`src/rtl/ledfg_pkg.sv`:
```
// Shared types and constants for the LED strip frame generator.
package ledfg_pkg;

  localparam int unsigned CNT_W = 9;  // led count, pixel counter, frame count
  localparam int unsigned BC_W  = 6;  // byte counter, up to 32 end bytes
  localparam int unsigned EL_W  = 6;  // end frame length
  localparam int unsigned CFG_W = 9;  // configuration write data

  localparam logic [7:0]      BYTE_ZERO    = 8'h00;
  localparam logic [7:0]      BYTE_ONES    = 8'hFF;
  localparam logic [BC_W-1:0] START_BYTES  = BC_W'(4);
  localparam logic [BC_W-1:0] PIXEL_BYTES  = BC_W'(4);
  localparam logic [9:0]      END_ROUND    = 10'd15;
  localparam int unsigned     END_SHIFT    = 4;

  typedef enum logic [1:0] {
    CMD_SET_PIXEL = 2'd0,
    CMD_START     = 2'd1,
    CMD_TICK      = 2'd2
  } cmd_e;

  typedef enum logic [1:0] {
    REG_LED_COUNT  = 2'd0,
    REG_RED_SLOT   = 2'd1,
    REG_GREEN_SLOT = 2'd2,
    REG_BLUE_SLOT  = 2'd3
  } cfg_reg_e;

  typedef enum logic [3:0] {
    PH_IDLE  = 4'b0001,
    PH_START = 4'b0010,
    PH_PIXEL = 4'b0100,
    PH_END   = 4'b1000
  } phase_e;

  typedef struct packed {
    logic [1:0]  cmd;
    logic [15:0] pixel_index;
    logic [7:0]  red;
    logic [7:0]  green;
    logic [7:0]  blue;
  } in_item_t;

  typedef struct packed {
    logic [7:0] out_byte;
    logic       last;
  } out_item_t;

  typedef struct packed {
    logic clear;
    logic set_pixel;
    logic start;
    logic tick;
    logic load_out;
  } ctrl_cmd_t;

  typedef struct packed {
    logic clear_done;
    logic frame_active;
    logic out_free;
  } dp_status_t;

endpackage

```
`src/rtl/ledfg_ctrl.sv`:
```
// Controller: store clearing after reset, item accept and result hand-off.
module ledfg_ctrl (
  input  logic                   clk_i,
  input  logic                   rst_ni,
  input  logic                   in_valid_i,
  output logic                   in_stall_o,
  input  logic [1:0]             in_cmd_i,
  input  ledfg_pkg::dp_status_t  status_i,
  output ledfg_pkg::ctrl_cmd_t   cmd_o
);
  import ledfg_pkg::*;

  typedef enum logic [2:0] {
    ST_CLEAR = 3'b001,
    ST_IDLE  = 3'b010,
    ST_EMIT  = 3'b100
  } state_e;

  state_e state_q, state_d;
  logic   accept;

  assign in_stall_o = (state_q != ST_IDLE);
  assign accept     = in_valid_i && (state_q == ST_IDLE);

  always_comb begin
    state_d = state_q;
    cmd_o   = '0;
    unique case (state_q)
      ST_CLEAR: begin
        cmd_o.clear = 1'b1;
        if (status_i.clear_done) begin
          state_d = ST_IDLE;
        end
      end
      ST_IDLE: begin
        if (accept) begin
          cmd_o.set_pixel = (in_cmd_i == CMD_SET_PIXEL);
          cmd_o.start     = (in_cmd_i == CMD_START);
          // a tick with no frame armed gives nothing
          if (in_cmd_i == CMD_TICK && status_i.frame_active) begin
            cmd_o.tick = 1'b1;
            state_d    = ST_EMIT;
          end
        end
      end
      ST_EMIT: begin
        if (status_i.out_free) begin
          cmd_o.load_out = 1'b1;
          state_d        = ST_IDLE;
        end
      end
      default: begin
        state_d = ST_CLEAR;
      end
    endcase
  end

  always_ff @(posedge clk_i or negedge rst_ni) begin
    if (!rst_ni) begin
      state_q <= ST_CLEAR;
    end else begin
      state_q <= state_d;
    end
  end

  a_state_onehot: assert property (@(posedge clk_i) disable iff (!rst_ni)
    $onehot(state_q))
    else $error("controller state not one-hot");

  a_tick_to_emit: assert property (@(posedge clk_i) disable iff (!rst_ni)
    cmd_o.tick |=> (state_q == ST_EMIT))
    else $error("tick did not move to emit");

  a_no_cmd_in_clear: assert property (@(posedge clk_i) disable iff (!rst_ni)
    (state_q == ST_CLEAR) |-> !(cmd_o.set_pixel || cmd_o.start || cmd_o.tick))
    else $error("item taken during store clear");

endmodule

```
`config.mk`:
```
export PLATFORM = sky130hd
export DESIGN_NAME = ledfg_ctrl
export DESIGN_NICKNAME = d
export VERILOG_FILES = /design/src/rtl/ledfg_pkg.sv /design/src/rtl/ledfg_ctrl.sv
export SDC_FILE = /design/constraint.sdc
export NUM_CORES = 1
export LEC_CHECK = 0
export ABC_CLOCK_PERIOD_IN_PS = 1250
export BUFFER_PORTS_ARGS = -buffer_cell sky130_fd_sc_hd__buf_2
export CORE_AREA = 2 2 39 41
export DETAILED_ROUTE_END_ITERATION = 16
export DIE_AREA = 0 0 41 43
export PLACE_DENSITY_LB_ADDON = 0.05
export SYNTH_ARGS = -nofsm -noshare
export SYNTH_HDL_FRONTEND = slang
export SYNTH_SLANG_ARGS = --single-unit
```
`constraint.sdc`:
```
create_clock -name clk_i -period 1.25 [get_ports clk_i]
set_input_delay 0.3125 -clock clk_i [delete_from_list [all_inputs] [get_ports clk_i]]
set_output_delay 0.3125 -clock clk_i [all_outputs]
set_load 0.1 [all_outputs]
```
==> impl_metrics.ini <==
[power]
peakVddDrop_v = 0.001221
leakagePower_uw = 0.0002307
power_density_mw_per_mm2 = 2009

[finish]
antenna_cells = 0
stdcell_area_um2 = 524.3
largest_reg_flops = 3
syn_to_final_growth_pct = 152.4
reg.largest.list = state_q x3
drive_gt1_share_pct = 81.82
instances_no_fill = 60
nets = 53
top_register = state_q
final_cell_mix = 7 x buf_2, 7 x buf_4, 6 x buf_12
finish.utilization_pct = 37.88

[sta]
fin_skew_ns = 0.001823
rsz0062_at_grt = yes
fin_crit_sh_pct = 143.2
finalSetupViolations = 7
maxSlewViolCount = 0
hold_violations = 0
final.setup.worst_slack_ns = -0.5404
fin_crit_ns = 1.790
clock.fmax_ghz = 0.5585
whs_ns = 0.3671
max-slew-margin-rel_pct = 80.49
worstMarginPinSlew_ns = 0.2923

[logic_synthesis]
ys_seq_area_share_pct = 36.75
syn-instance-count = 18
syn_area_per_cell_um2 = 11.54
ys_ff_latch = 3
netlist_area_um2 = 207.7
synth_cell_types = 16
yosys_warnings = 0
synthesis.nets = 26

[clocking]
htreeDepth = 1
root_buffer = clkbuf_4
cts_inserted_buffers = 3
clk_latency_ns = 0.23
cts_buffer_depth = 2
cts.sink_count = 3
clk_pin_slew_ns = 0.04
tritoncts = yes

[route]
drt_first_pass_iters = 2
postRouteAntennaNets = 0
post_drt_wl_per_cell_um = 9.950
dr_total_vias = 237
totalWireLength_um = 597
via_per_inst = 3.950
drcViolationCount = 0
drtIter0Drc = 1

[critical_path]
end_kind = output pin
worstPathRequired_ns = 0.94
startpoint = state_q[2]
r2r_cells = 3
rr_startpoint = state_q[0]
path_class = reg -> out
startpoint_type = register
r2r_end = state_q[1]
cp_data_arrival_time_ns = 1.48
crit_path_max_fanout = 3
regToRegSetupSlack_ns = -0.03

[floorplan]
die_h_um = 43
io_pins = 14
core_area_mm2 = 0.001384
start_util_pct = 15.01
die_w_um = 41
num_rows = 14
die-area_mm2 = 0.001763

[min_path]
hold_class = in -> reg
hold_path_end = state_q[2]
min_from = status_i[0]
min_delay_path_depth = 3

[outcome]
status = finished, violations left
violations = negative setup slack

[place]
dp_cells = 54
placed_cell_area_um2 = 461.7
post-place-ws_ns = -0.3361
io_buffers = 13
place_congestion = 0.6722

[global_route]
grt_pass1_wl_um = 1035
grtUsageTotal_pct = 9.246
grt_max_degree = 6
antenna_found_initial = 0
grt.overflow.total = 0
first_global_vias = 242

[job]
drv_cap = 0
==> cell families (layout without fill, tap and decap cells) <==
| kind of cell | count (synthesis) | count (layout) | share of synthesized area (%) |
|---|---|---|---|
| AO/OA/AOI/OAI | 3 | 3 | 9.032 |
| buffers and inverters | 2 | 28 | 3.611 |
| AND/OR/NAND/NOR | 9 | 9 | 46.38 |
| XOR/XNOR | 1 | 1 | 4.218 |
| flip-flops | 3 | 3 | 36.75 |
==> synthesized netlist by cell type <==
| cell type | number | area share [%] |
|---|---|---|
| nand4b_1 | 1 | 4.2 |
| dfrtp_1 | 2 | 24 |
| a21oi_1 | 1 | 2.4 |
| nor2_1 | 1 | 1.8 |
| and4b_1 | 1 | 4.8 |
| dfstp_2 | 1 | 13 |
| xor2_1 | 1 | 4.2 |
| a211o_1 | 1 | 4.2 |
| nor4b_2 | 1 | 7.2 |
| inv_2 | 1 | 1.8 |
| o21ai_0 | 1 | 2.4 |
| nor3b_4 | 1 | 9.0 |
| and4bb_2 | 2 | 12 |
| inv_1 | 1 | 1.8 |
| or4b_1 | 1 | 4.8 |
| nor3_1 | 1 | 2.4 |
==> final cells by class <==
cell class / instances / area [um2]
multi-input combinational: 13 / 158.9
inverter: 2 / 12.51
clock buffer: 4 / 26.28
fill: 143 / 859.6
timing repair buffer: 22 / 229.0
tap: 16 / 20.02
sequential: 3 / 77.57
==> worst max-delay path by stage <==
| stage | cells past startpoint | endpoint | slack [ns] |
|---|---|---|---|
| floorplan | 3 | cmd_o[3] | -1.00 |
| finish | 4 | cmd_o[3] | -0.54 |
| CTS | 4 | cmd_o[3] | -0.58 |
| global placement | 4 | cmd_o[3] | -0.29 |
| detailed placement | 4 | cmd_o[3] | -0.34 |
| global route | 4 | cmd_o[3] | -0.61 |
==> stage by stage <==
stage	total power [uW]	TNS, ns
CTS	1070	-2.821
global route	1122	-3.100
finish	1053	-2.655
global placement	838.6	-1.138
floorplan	557.8	-3.294
detailed placement	843.9	-1.262
==> power by group <==
group	switching, uW	internal, uW	total [uW]	leakage (uW)
clock network	45.3	119	165	0.0000150
logic	401	318	720	0.000180
registers	30.5	139	169	0.0000355
total	477	576	1050	0.000231
==> per-layer routing <==
layer / vias up / global-route usage, % / part of all wire (%) / wire (um)
met2: 3 / 12.50 / 57 / 341
li1: 123 / - / - / -
met5: - / 0 / 0 / 0
met1: 111 / 10.97 / 39 / 235
met3: 0 / 4.712 / 3.5 / 21
met4: 0 / 6.000 / 0 / 0
==> critical path, cell delays in order (launching register included) <==
cell and delay [ns]:
dfrtp_2 0.41, nor3b_4 0.30, inv_6 0.05, nor4b_4 0.27, buf_12 0.21
==> what timing repair did <==
| item | in CTS | in global routing |
|---|---|---|
| hold buffers | 1 | 0 |
| buffers inserted | 1 | 0 |
| pin swaps | 3 | 0 |
| gates cloned | 0 | 0 |
| setup endpoints to repair | 7 | 8 |
| gates resized for setup | 5 | 1 |
| hold endpoints to repair | 2 | 0 |
Note: power is estimated with default switching activity, not from simulation.
